===== src/rtl/egd_pkg.sv =====
// Shared types, constants and table lookups for the Exp-Golomb code decoder.
package egd_pkg;

    localparam int WINDOW_BITS_DEF = 32;
    localparam int MAX_PREFIX_DEF  = 15;

    localparam int VALUE_W     = 20;
    localparam int LEN_W       = 5;
    localparam int REQ_W       = 3;
    localparam int RANGE_W     = 8;
    localparam int RICE_K_W    = 4;
    localparam int RICE_MAX_K  = 15;
    localparam int MAP_ENTRIES = 48;
    localparam int MAP_IDX_W   = 6;

    localparam int IN_USER_W   = REQ_W + 1;
    localparam int OUT_DATA_W  = ((VALUE_W + LEN_W + 7) / 8) * 8;
    localparam int OUT_USER_W  = 1;

    localparam logic [REQ_W-1:0] REQ_UNSIGNED  = 3'd0;
    localparam logic [REQ_W-1:0] REQ_SIGNED    = 3'd1;
    localparam logic [REQ_W-1:0] REQ_MAPPED    = 3'd2;
    localparam logic [REQ_W-1:0] REQ_TRUNCATED = 3'd3;
    localparam logic [REQ_W-1:0] REQ_RICE      = 3'd4;

    typedef logic [MAP_IDX_W-1:0] map_val_t;

    localparam map_val_t CBP_INTRA [MAP_ENTRIES] = '{
        6'd47, 6'd31, 6'd15, 6'd0,  6'd23, 6'd27, 6'd29, 6'd30,
        6'd7,  6'd11, 6'd13, 6'd14, 6'd39, 6'd43, 6'd45, 6'd46,
        6'd16, 6'd3,  6'd5,  6'd10, 6'd12, 6'd19, 6'd21, 6'd26,
        6'd28, 6'd35, 6'd37, 6'd42, 6'd44, 6'd1,  6'd2,  6'd4,
        6'd8,  6'd17, 6'd18, 6'd20, 6'd24, 6'd6,  6'd9,  6'd22,
        6'd25, 6'd32, 6'd33, 6'd34, 6'd36, 6'd40, 6'd38, 6'd41
    };

    localparam map_val_t CBP_INTER [MAP_ENTRIES] = '{
        6'd0,  6'd16, 6'd1,  6'd2,  6'd4,  6'd8,  6'd32, 6'd3,
        6'd5,  6'd10, 6'd12, 6'd15, 6'd47, 6'd7,  6'd11, 6'd13,
        6'd14, 6'd6,  6'd9,  6'd31, 6'd35, 6'd37, 6'd42, 6'd44,
        6'd33, 6'd34, 6'd36, 6'd40, 6'd39, 6'd43, 6'd45, 6'd46,
        6'd17, 6'd18, 6'd20, 6'd24, 6'd19, 6'd21, 6'd26, 6'd28,
        6'd23, 6'd27, 6'd29, 6'd30, 6'd22, 6'd25, 6'd38, 6'd41
    };

    function automatic map_val_t cbp_lookup(input logic sel, input logic [MAP_IDX_W-1:0] idx);
        map_val_t r;
        r = '0;
        if (idx < MAP_IDX_W'(MAP_ENTRIES))
        begin
            r = sel ? CBP_INTER[idx] : CBP_INTRA[idx];
        end
        return r;
    endfunction

endpackage


===== src/rtl/exp_golomb_code_decoder.sv =====
// Exp-Golomb / Golomb-Rice code decoder top level.
//
// Input stream (s_axis): one request word per code. tdata carries the bit
// window (first stream bit in the MSB of that field), the truncated-mode range
// and the Rice parameter; tuser carries the request type and the table select.
// Output stream (m_axis): decoded value and code length in tdata, error in tuser.
//
// Every word passes an input register, the decode logic (leading-zero count,
// suffix shift, table lookup) and a result register that drives the output;
// throughput is one word per cycle while the receiver does not stall.
// s_axis_tready stays high while either register is free or the result is
// being taken, so a new word is accepted while a finished one waits; with the
// receiver stalled, the block holds two words and then drops tready.
// Reset (rst_n low, asynchronous) empties both registers; there is no
// configuration and no state kept between words.
module exp_golomb_code_decoder #(
    parameter int WINDOW_BITS = egd_pkg::WINDOW_BITS_DEF,
    parameter int MAX_PREFIX  = egd_pkg::MAX_PREFIX_DEF,
    parameter int IN_DATA_W   = ((WINDOW_BITS + egd_pkg::RANGE_W + egd_pkg::RICE_K_W + 7) / 8) * 8
) (
    input  logic                            clk,
    input  logic                            rst_n,
    input  logic                            s_axis_tvalid,
    output logic                            s_axis_tready,
    // bit_window, trunc_range, rice_k, zero pad
    input  logic [IN_DATA_W-1:0]            s_axis_tdata,
    // req_type, map_select
    input  logic [egd_pkg::IN_USER_W-1:0]   s_axis_tuser,
    output logic                            m_axis_tvalid,
    input  logic                            m_axis_tready,
    // value, code_length, zero pad
    output logic [egd_pkg::OUT_DATA_W-1:0]  m_axis_tdata,
    // error
    output logic [egd_pkg::OUT_USER_W-1:0]  m_axis_tuser
);
    import egd_pkg::*;

    localparam int PAD_W  = 2 * MAX_PREFIX + RICE_MAX_K + 2;
    localparam int EXT_W  = WINDOW_BITS + PAD_W;
    localparam int SH_W   = $clog2(EXT_W);
    localparam int ZW     = $clog2(MAX_PREFIX + 2);
    localparam int CODE_W = MAX_PREFIX + 1;
    localparam int RK_W   = RICE_MAX_K + 1;
    localparam int RV_W   = ZW + RICE_MAX_K;
    localparam int LW     = ZW + LEN_W + 1;
    localparam int WIDE_A = (CODE_W > RV_W) ? CODE_W : RV_W;
    localparam int WIDE_W = (WIDE_A > VALUE_W) ? WIDE_A : VALUE_W;
    localparam int RANGE_LO = WINDOW_BITS;
    localparam int RICE_LO  = WINDOW_BITS + RANGE_W;

    logic                   in_valid_reg, in_valid_next;
    logic                   out_valid_reg, out_valid_next;
    logic [REQ_W-1:0]       req_reg;
    logic [WINDOW_BITS-1:0] win_reg;
    logic                   sel_reg;
    logic [RANGE_W-1:0]     range_reg;
    logic [RICE_K_W-1:0]    k_reg;
    logic [VALUE_W-1:0]     value_reg, value_next;
    logic [LEN_W-1:0]       len_reg, len_next;
    logic                   err_reg, err_next;

    logic in_load, in_move;

    logic [EXT_W-1:0]  ext;
    logic [ZW-1:0]     zcnt;
    logic              too_long;
    logic [SH_W-1:0]   eg_sh, rc_sh;
    logic [EXT_W-1:0]  eg_bits, rc_bits;
    logic [CODE_W-1:0] eg_mask, code;
    logic [RK_W-1:0]   rc_mask, rc_suffix;
    logic [RV_W-1:0]   rc_val;
    logic [WIDE_W-1:0] code_w, mag_w, sgn_w, rc_w;
    logic [LW-1:0]     eg_len_w, rc_len_w;
    logic [LEN_W-1:0]  eg_len, rc_len;
    map_val_t          map_val;

    assign s_axis_tready = !in_valid_reg || !out_valid_reg || m_axis_tready;
    assign in_load = s_axis_tvalid && s_axis_tready;
    assign in_move = in_valid_reg && (!out_valid_reg || m_axis_tready);
    assign in_valid_next  = in_load || (in_valid_reg && !in_move);
    assign out_valid_next = in_move || (out_valid_reg && !m_axis_tready);

    always_ff @(posedge clk or negedge rst_n)
    begin
        if (!rst_n)
        begin
            in_valid_reg  <= 1'b0;
            out_valid_reg <= 1'b0;
        end
        else
        begin
            in_valid_reg  <= in_valid_next;
            out_valid_reg <= out_valid_next;
        end
    end

    always_ff @(posedge clk)
    begin
        if (in_load)
        begin
            req_reg   <= s_axis_tuser[REQ_W-1:0];
            sel_reg   <= s_axis_tuser[REQ_W];
            win_reg   <= s_axis_tdata[WINDOW_BITS-1:0];
            range_reg <= s_axis_tdata[RANGE_LO +: RANGE_W];
            k_reg     <= s_axis_tdata[RICE_LO +: RICE_K_W];
        end
        if (in_move)
        begin
            value_reg <= value_next;
            len_reg   <= len_next;
            err_reg   <= err_next;
        end
    end

    // window with zero fill past its end; stream bit p sits at ext[EXT_W-1-p]
    assign ext = {win_reg, {PAD_W{1'b0}}};

    always_comb
    begin
        zcnt = ZW'(MAX_PREFIX + 1);
        for (int i = MAX_PREFIX; i >= 0; i--)
        begin
            if (ext[EXT_W-1-i])
            begin
                zcnt = ZW'(i);
            end
        end
    end

    assign too_long = (zcnt == ZW'(MAX_PREFIX + 1));

    // Exp-Golomb suffix: bits z+1 .. 2z
    assign eg_sh   = SH_W'(EXT_W - 1) - SH_W'({zcnt, 1'b0});
    assign eg_bits = ext >> eg_sh;
    assign eg_mask = (CODE_W'(1) << zcnt) - CODE_W'(1);
    assign code    = eg_mask + (eg_bits[CODE_W-1:0] & eg_mask);

    // Golomb-Rice suffix: bits z+1 .. z+k
    assign rc_sh     = SH_W'(EXT_W - 1) - SH_W'(zcnt) - SH_W'(k_reg);
    assign rc_bits   = ext >> rc_sh;
    assign rc_mask   = (RK_W'(1) << k_reg) - RK_W'(1);
    assign rc_suffix = rc_bits[RK_W-1:0] & rc_mask;
    assign rc_val    = (RV_W'(zcnt) << k_reg) | RV_W'(rc_suffix);

    assign code_w = WIDE_W'(code);
    assign mag_w  = (code_w + WIDE_W'(1)) >> 1;
    assign sgn_w  = code[0] ? mag_w : (WIDE_W'(0) - mag_w);
    assign rc_w   = WIDE_W'(rc_val);

    assign eg_len_w = LW'({zcnt, 1'b0}) + LW'(1);
    assign rc_len_w = LW'(zcnt) + LW'(k_reg) + LW'(1);
    assign eg_len   = eg_len_w[LEN_W-1:0];
    assign rc_len   = rc_len_w[LEN_W-1:0];

    assign map_val = cbp_lookup(sel_reg, code[MAP_IDX_W-1:0]);

    always_comb
    begin
        value_next = '0;
        len_next   = '0;
        err_next   = 1'b0;
        case (req_reg)
            REQ_UNSIGNED, REQ_SIGNED, REQ_MAPPED, REQ_TRUNCATED:
            begin
                if ((req_reg == REQ_TRUNCATED) && (range_reg <= RANGE_W'(1)))
                begin
                    value_next = VALUE_W'(!ext[EXT_W-1]);
                    len_next   = LEN_W'(1);
                end
                else if (too_long)
                begin
                    err_next = 1'b1;
                end
                else
                begin
                    len_next = eg_len;
                    if (req_reg == REQ_SIGNED)
                    begin
                        value_next = sgn_w[VALUE_W-1:0];
                    end
                    else if (req_reg == REQ_MAPPED)
                    begin
                        if (code >= CODE_W'(MAP_ENTRIES))
                        begin
                            err_next = 1'b1;
                        end
                        else
                        begin
                            value_next = VALUE_W'(map_val);
                        end
                    end
                    else
                    begin
                        value_next = code_w[VALUE_W-1:0];
                    end
                end
            end
            REQ_RICE:
            begin
                if (too_long)
                begin
                    err_next = 1'b1;
                end
                else
                begin
                    value_next = rc_w[VALUE_W-1:0];
                    len_next   = rc_len;
                end
            end
            default:
            begin
                err_next = 1'b1;
            end
        endcase
    end

    assign m_axis_tvalid = out_valid_reg;
    assign m_axis_tdata  = OUT_DATA_W'({len_reg, value_reg});
    assign m_axis_tuser  = OUT_USER_W'(err_reg);

endmodule


===== config.mk =====
export PLATFORM = sky130hd
export DESIGN_NAME = exp_golomb_code_decoder
export DESIGN_NICKNAME = d
export VERILOG_FILES = /design/src/rtl/egd_pkg.sv /design/src/rtl/exp_golomb_code_decoder.sv
export SDC_FILE = /design/constraint.sdc
export NUM_CORES = 1
export LEC_CHECK = 0
export ABC_AREA = 1
export BUFFER_PORTS_ARGS = -buffer_cell sky130_fd_sc_hd__buf_2
export CAP_MARGIN = 20
export CORE_MARGIN = 2
export CORE_UTILIZATION = 25
export CTS_BUF_LIST = sky130_fd_sc_hd__clkbuf_4 sky130_fd_sc_hd__clkbuf_8 sky130_fd_sc_hd__clkbuf_16
export CTS_CLUSTER_SIZE = 14
export DETAILED_ROUTE_END_ITERATION = 10
export SLEW_MARGIN = 20
export SYNTH_ARGS = -nofsm -noshare
export SYNTH_HDL_FRONTEND = slang
export SYNTH_SLANG_ARGS = --single-unit

===== constraint.sdc =====
create_clock -name clk -period 6.2 [get_ports clk]
set_input_delay 0.62 -clock clk [delete_from_list [all_inputs] [get_ports clk]]
set_output_delay 0.62 -clock clk [all_outputs]
set_load 0.005 [all_outputs]

==> results of run 1 <==
final cells by class:
| cell class | count | area [um^2] |
|---|---|---|
| multi-input cells | 1364 | 6950 |
| clock inverters | 7 | 82.6 |
| fillers | 4543 | 29300 |
| inverters | 203 | 764 |
| clock buffers | 9 | 225 |
| repair buffers | 103 | 578 |
| well taps | 532 | 666 |
| flip-flops and latches | 75 | 2240 |
per-stage QoR:
stage / setup slack (ns) / hold WS (ns) / cell area, um^2 / total power, uW
2_1_floorplan: 0.919 / 0.324 / 10300 / 1420
3_3_place_gp: 0.656 / 0.406 / 11200 / 1720
3_5_place_dp: 0.584 / 0.407 / 11200 / 1730
4_1_cts: 0.552 / 0.0144 / 11500 / 2290
5_1_grt: 0.0298 / 0.0131 / 11500 / 2470
6_report: 0.605 / 0.0254 / 11500 / 2300
what timing repair did:
item / in CTS / in global routing
resized for setup: 0 / 1
buffers inserted: 0 / 0
setup endpoints to repair: 0 / 7
hold buffers: 0 / 0
cells by family (layout without fill, tap and decap cells):
logic type,after synthesis,after routing,share of synthesized area
AO/OA/AOI/OAI,328,328,0.182
XOR/XNOR,10,10,0.00849
adder cells (fa/ha/maj),31,31,0.0390
buffers and inverters,285,322,0.114
flip-flops,75,75,0.217
multiplexers,9,9,0.00873
other,1,7,0.000363
AND/OR/NAND/NOR,979,979,0.431
Yosys cell counts, types with 4 or more instances:
cell type and count:
a31oi_1 9, a32oi_1 6, inv_2 32, nor2_1 119
clkinv_1 8, nor2_2 15, buf_4 10, o221ai_1 7
buf_2 16, inv_1 162, a32o_1 4, ha_1 29
o211ai_1 22, nand2_1 512, o21ai_1 13, edfxtp_1 73
mux2i_1 9, o21ai_0 175, nand2_2 26, o22ai_1 6
xor2_1 7, nor3_1 13, buf_1 10, a21oi_1 61
clkbuf_1 41, nand3_1 222, nand4_1 25, nor2_4 5
nand3_2 15, o21bai_1 4
final timing paths:
kind,start,end,slack [ns],cells after the start
max,win_reg[31],value_reg[17],0.61,35
min reg2reg,in_valid_reg,m_axis_tvalid,0.48,2
max reg2reg,win_reg[31],value_reg[17],0.61,35
min in group clk,s_axis_tuser[2],req_reg[2],0.42,1
max in group asynchronous,rst_n,m_axis_tvalid,6.08,1
min,rst_n,in_valid_reg,0.03,1
power by group through the flow:
| stage | registers [uW] | clock network (uW) | logic, uW |
|---|---|---|---|
| after floorplan | 632 | 0 | 791 |
| after global placement | 641 | 0 | 1080 |
| after detailed placement | 642 | 0 | 1080 |
| after CTS | 631 | 572 | 1090 |
| after global routing | 635 | 598 | 1230 |
| final | 631 | 561 | 1110 |
critical path: cells and delay by family (launching register included):
family	cells	cell delay, ns
buf+inv	8	0.93
simple gates	22	2.78
compound gates	1	0.07
fa+ha+maj	4	1.00
flops	1	0.54
per-layer routing:
layer / part of all wire / routed length, um
met5: 0 / 0
met4: 0.025 / 900
met2: 0.44 / 15800
met3: 0.072 / 2630
met1: 0.47 / 16900
==> out/metrics.cfg, run 1 <==
[power_and_ir_drop]
p_clk_frac = 0.244
power_density_mw_per_mm2 = 200
p_seq_frac = 0.274
vdd_ir_drop_max_uv = 124
p_leak_uw = 0.00527
p_switching_uw = 1040
internal_power_uw = 1260
combPwrFrac = 0.482
swShare = 0.453

[timing]
fin_worst_skew_ns = 0.0155
finalMaxSlewViolations = 0
period_needed_ns = 5.59
rsz0062_at_grt = false
worstMarginPinSlew_ns = 0.849
slew-limit-headroom = 0.432
final.setup.tns_ns = 0
fmax_mhz = 179
fin_crit_sh = 0.902
hold_viol_final = 0
setup_violations = 0

[critical_path]
crit_fanout = 23
cp.required_ns = 6.30
slowest_delay_ns = 0.54
worstSetupPathType = register to register
crit_arrival_ns = 5.69
end_kind = register
cp_common_cell = inv_1
crit_slowest_cell = edfxtp_1
startpoint_type = register

[status]
status = complete, no violations

[worst_hold_path]
hp-class = primary input to async pin

[logic_synthesis]
netlist_top_cells_area = edfxtp_1, nand2_1, nand3_1
yosysUniqueCellTypes = 66
ys.flop_type = edfxtp_1
synth_cells = 1718
synth_top_area_share = 0.212
syn_area_mm2 = 0.0103
avgSynthCellArea_um2 = 6.01
yosysTopAreaCell = edfxtp_1
synth_edf_count = 73
yosysWarningCount = 0
async_flop_share = 0.0267
yosys_register_bits = 75
synth-seq-area-share = 0.217

[cells_and_area]
syn_to_final_growth_pct = 11.5
layout_commonest_cell = nand2_1
antenna_cells = 0
layout-drive-gt1-share = 0.135
layout.nets = 1843
largest_register_ffs = 32
utilization = 0.282
layout_common_cells = nand2_1, nand3_1, o21ai_0, inv_1, nor2_1
layout.cells.non_filler = 2293

[placement]
io_buffers = 78
place.gp.congestion = 0.933
dp_hpwl_um = 28600
dp.cells = 2277

[clock_tree]
insertion_delay_ns = 0.37
cts_tree = done
path_clk_slew_ns = 0.06
root_buffer = clkbuf_16
cts_buffers = 9
clock_path_buffers = 2
cts.sinks = 75
htree_levels = 3

[global_route]
grt_pass1_vias = 10700
grtUsageTotal = 0.164
antenna_found_initial = 0
grt_use_met1 = 0.233
top_usage_layer = met2
grt_pass1_wl_um = 56900
met3_usage = 0.0244
grt_max_degree = 64
grt_use_met2 = 0.256
grt-ovfl-total = 0

[detailed_routing]
via_count = 11800
drtAntennaViolNets = 0
drc = 0
first_pass_iters = 6
wl_um = 36300
drt_iter0_drc = 1157
viasPerCell = 5.13
wl_per_cell_um = 15.8

[floorplanning]
coreArea_mm2 = 0.0408
start_util = 0.253
die_area_mm2 = 0.0429
ioPinCount = 91
die_w_um = 207
rows = 74
die_h_um = 207

[job]
drv_cap = 0

Power figures use the tool's default switching activity.
==> inputs of run 2 (changes only) <==
- CORE_UTILIZATION: 25 -> 30
==> out/metrics.cfg, run 2 (synthesized netlist as in run 1, its figures left out) <==
[global_route]
antenna_found_initial = 0  ; unchanged
grt-ovfl-total = 0  ; unchanged
grt_max_degree = 46  ; -28%
grt_pass1_vias = 10600  ; -1.0%
grt_pass1_wl_um = 56400  ; -0.89%
grtUsageTotal = 0.199  ; +0.0343

[cells_and_area]
layout-drive-gt1-share = 0.136  ; +0.000982
layout.nets = 1845  ; +0.11%
final_area_mm2 = 0.0114  ; -0.91%
antenna_cells = 0  ; unchanged
largest_register_ffs = 32  ; unchanged
layout_common_cells = nand2_1, nand3_1, o21ai_0, inv_1, nor2_1
syn_to_final_growth_pct = 10.5
layout_commonest_cell = nand2_1

[clock_tree]
cts_resized = 0  ; unchanged
htree_levels = 3  ; unchanged
cts.sinks = 75  ; unchanged
cts_tree = done
root_buffer = clkbuf_16
insertion_delay_ns = 0.37  ; about the same
post_cts_buffers = 0  ; unchanged
cts_buffers = 9  ; unchanged
path_clk_slew_ns = 0.07  ; about the same
clock_path_buffers = 2  ; unchanged
hold_buffers = 0  ; unchanged

[floorplanning]
die_w_um = 189  ; -8.5%
die_h_um = 189  ; -8.5%
ioPinCount = 91  ; unchanged
start_util = 0.306  ; +0.0535
die_area_mm2 = 0.0359  ; -16%
rows = 67  ; -9.5%
coreArea_mm2 = 0.0337  ; -17%

[timing]
setup_violations = 0  ; unchanged
fin_crit_sh = 0.916  ; +0.0141
final.setup.tns_ns = 0  ; unchanged
hold_viol_final = 0  ; unchanged
hold_ws_ns = 0.0269  ; +0.00150 ns
period_needed_ns = 5.68  ; +0.0874 ns
finalMaxSlewViolations = 0  ; unchanged
rsz0062_at_grt = false
fmax_mhz = 176  ; -1.5%
postLayoutSetupSlackWorst_ns = 0.518  ; -0.0874 ns
slew-limit-headroom = 0.412  ; -0.0199
worstMarginPinSlew_ns = 0.879  ; +0.0298 ns
fin_worst_skew_ns = 0.0180  ; +0.00253 ns

[placement]
postPlaceCellArea_mm2 = 0.0111  ; -0.80%
pre_cts_slack_ns = 0.613  ; +0.0292 ns
dp_hpwl_um = 28200  ; -1.4%
place.gp.congestion = 0.951  ; +1.9%
io_buffers = 78  ; unchanged

[detailed_routing]
drtAntennaViolNets = 0  ; unchanged
drt_iter0_drc = 1197  ; +3.5%
viasPerCell = 5.30  ; +3.3%
first_pass_iters = 5  ; -1
drc = 0  ; unchanged
wl_um = 36000  ; -0.80%
via_count = 11700  ; -0.35%
wl_per_cell_um = 16.3  ; +2.9%

[critical_path]
cp.required_ns = 6.30  ; about the same
crit_arrival_ns = 5.78  ; +0.09 ns
critPathBufInv = 6  ; -2
slowest_delay_ns = 0.60  ; +0.06 ns
crit_slowest_cell = nor4_1
crit_family = simple AND/OR/NAND/NOR gates
worstSetupPathType = register to register
end_kind = register
crit_fanout = 7  ; -70%
startpoint_type = register

[worst_hold_path]
hp-class = primary input to async pin

[power_and_ir_drop]
p_leak_uw = 0.00529  ; +0.36%
vdd_ir_drop_max_uv = 140  ; +13%
power_density_mw_per_mm2 = 201  ; +0.55%

[status]
status = complete, no violations

[job]
drv_cap = 0  ; unchanged

run 2: changes by cell type in the layout (fill, tap and decap cells not counted):
cell	change
buf_4	+2
clkbuf_4	+1
clkinv_2	+2
clkinv_4	+3
clkinvlp_4	-2
inv_6	-3
inv_8	-1
nor3_2	+1
nor3_4	-1
run 2: worst paths after layout:
kind / endpoint / start / slack (ns) / cells after the start
max in group asynchronous: m_axis_tvalid / rst_n / 6.07 / 1
worst min register to register: m_axis_tvalid / in_valid_reg / 0.48 / 2
min in group clk: range_reg[2] / s_axis_tdata[34] / 0.42 / 1
worst min-delay path: in_valid_reg / rst_n / 0.03 / 1
worst max-delay path: value_reg[17] / win_reg[22] / 0.52 / 33
worst max register to register: value_reg[17] / win_reg[22] / 0.52 / 33
run 2: power breakdown:
| part | leakage [uW] | switching [uW] | total, uW | internal, uW |
|---|---|---|---|---|
| clock network | 0.000150 | 234 | 551 | 317 |
| registers | 0.000732 | 26.2 | 630 | 604 |
| logic | 0.00441 | 773 | 1110 | 339 |
| total | 0.00529 | 1030 | 2290 | 1260 |
run 2: layout make-up:
cell class	instances	area [um^2]
Fill cell	3738	22300
Multi-Input combinational cell	1364	6950
Sequential cell	75	2240
Inverter	203	764
Timing Repair Buffer	105	593
Tap cell	448	561
Clock buffer	10	233
Clock inverter	6	66.3
run 2: metal layers:
metal  track usage  vias up  share of wire  wire (um)
met5             0        -              0          0
met4        0.0632        0          0.025        896
met3        0.0304       57          0.072       2580
met2         0.311      459           0.44      15700
met1         0.279     5372           0.47      16800
li1              -     5831              -          -
run 2: through the flow:
step            util  instances  total power [uW]
6_report       0.338       2211              2290
5_1_grt        0.338       2211              2460
4_1_cts        0.338       2211              2280
3_5_place_dp   0.330       2195              1720
3_3_place_gp   0.330       2195              1720
2_1_floorplan      -       1724              1420
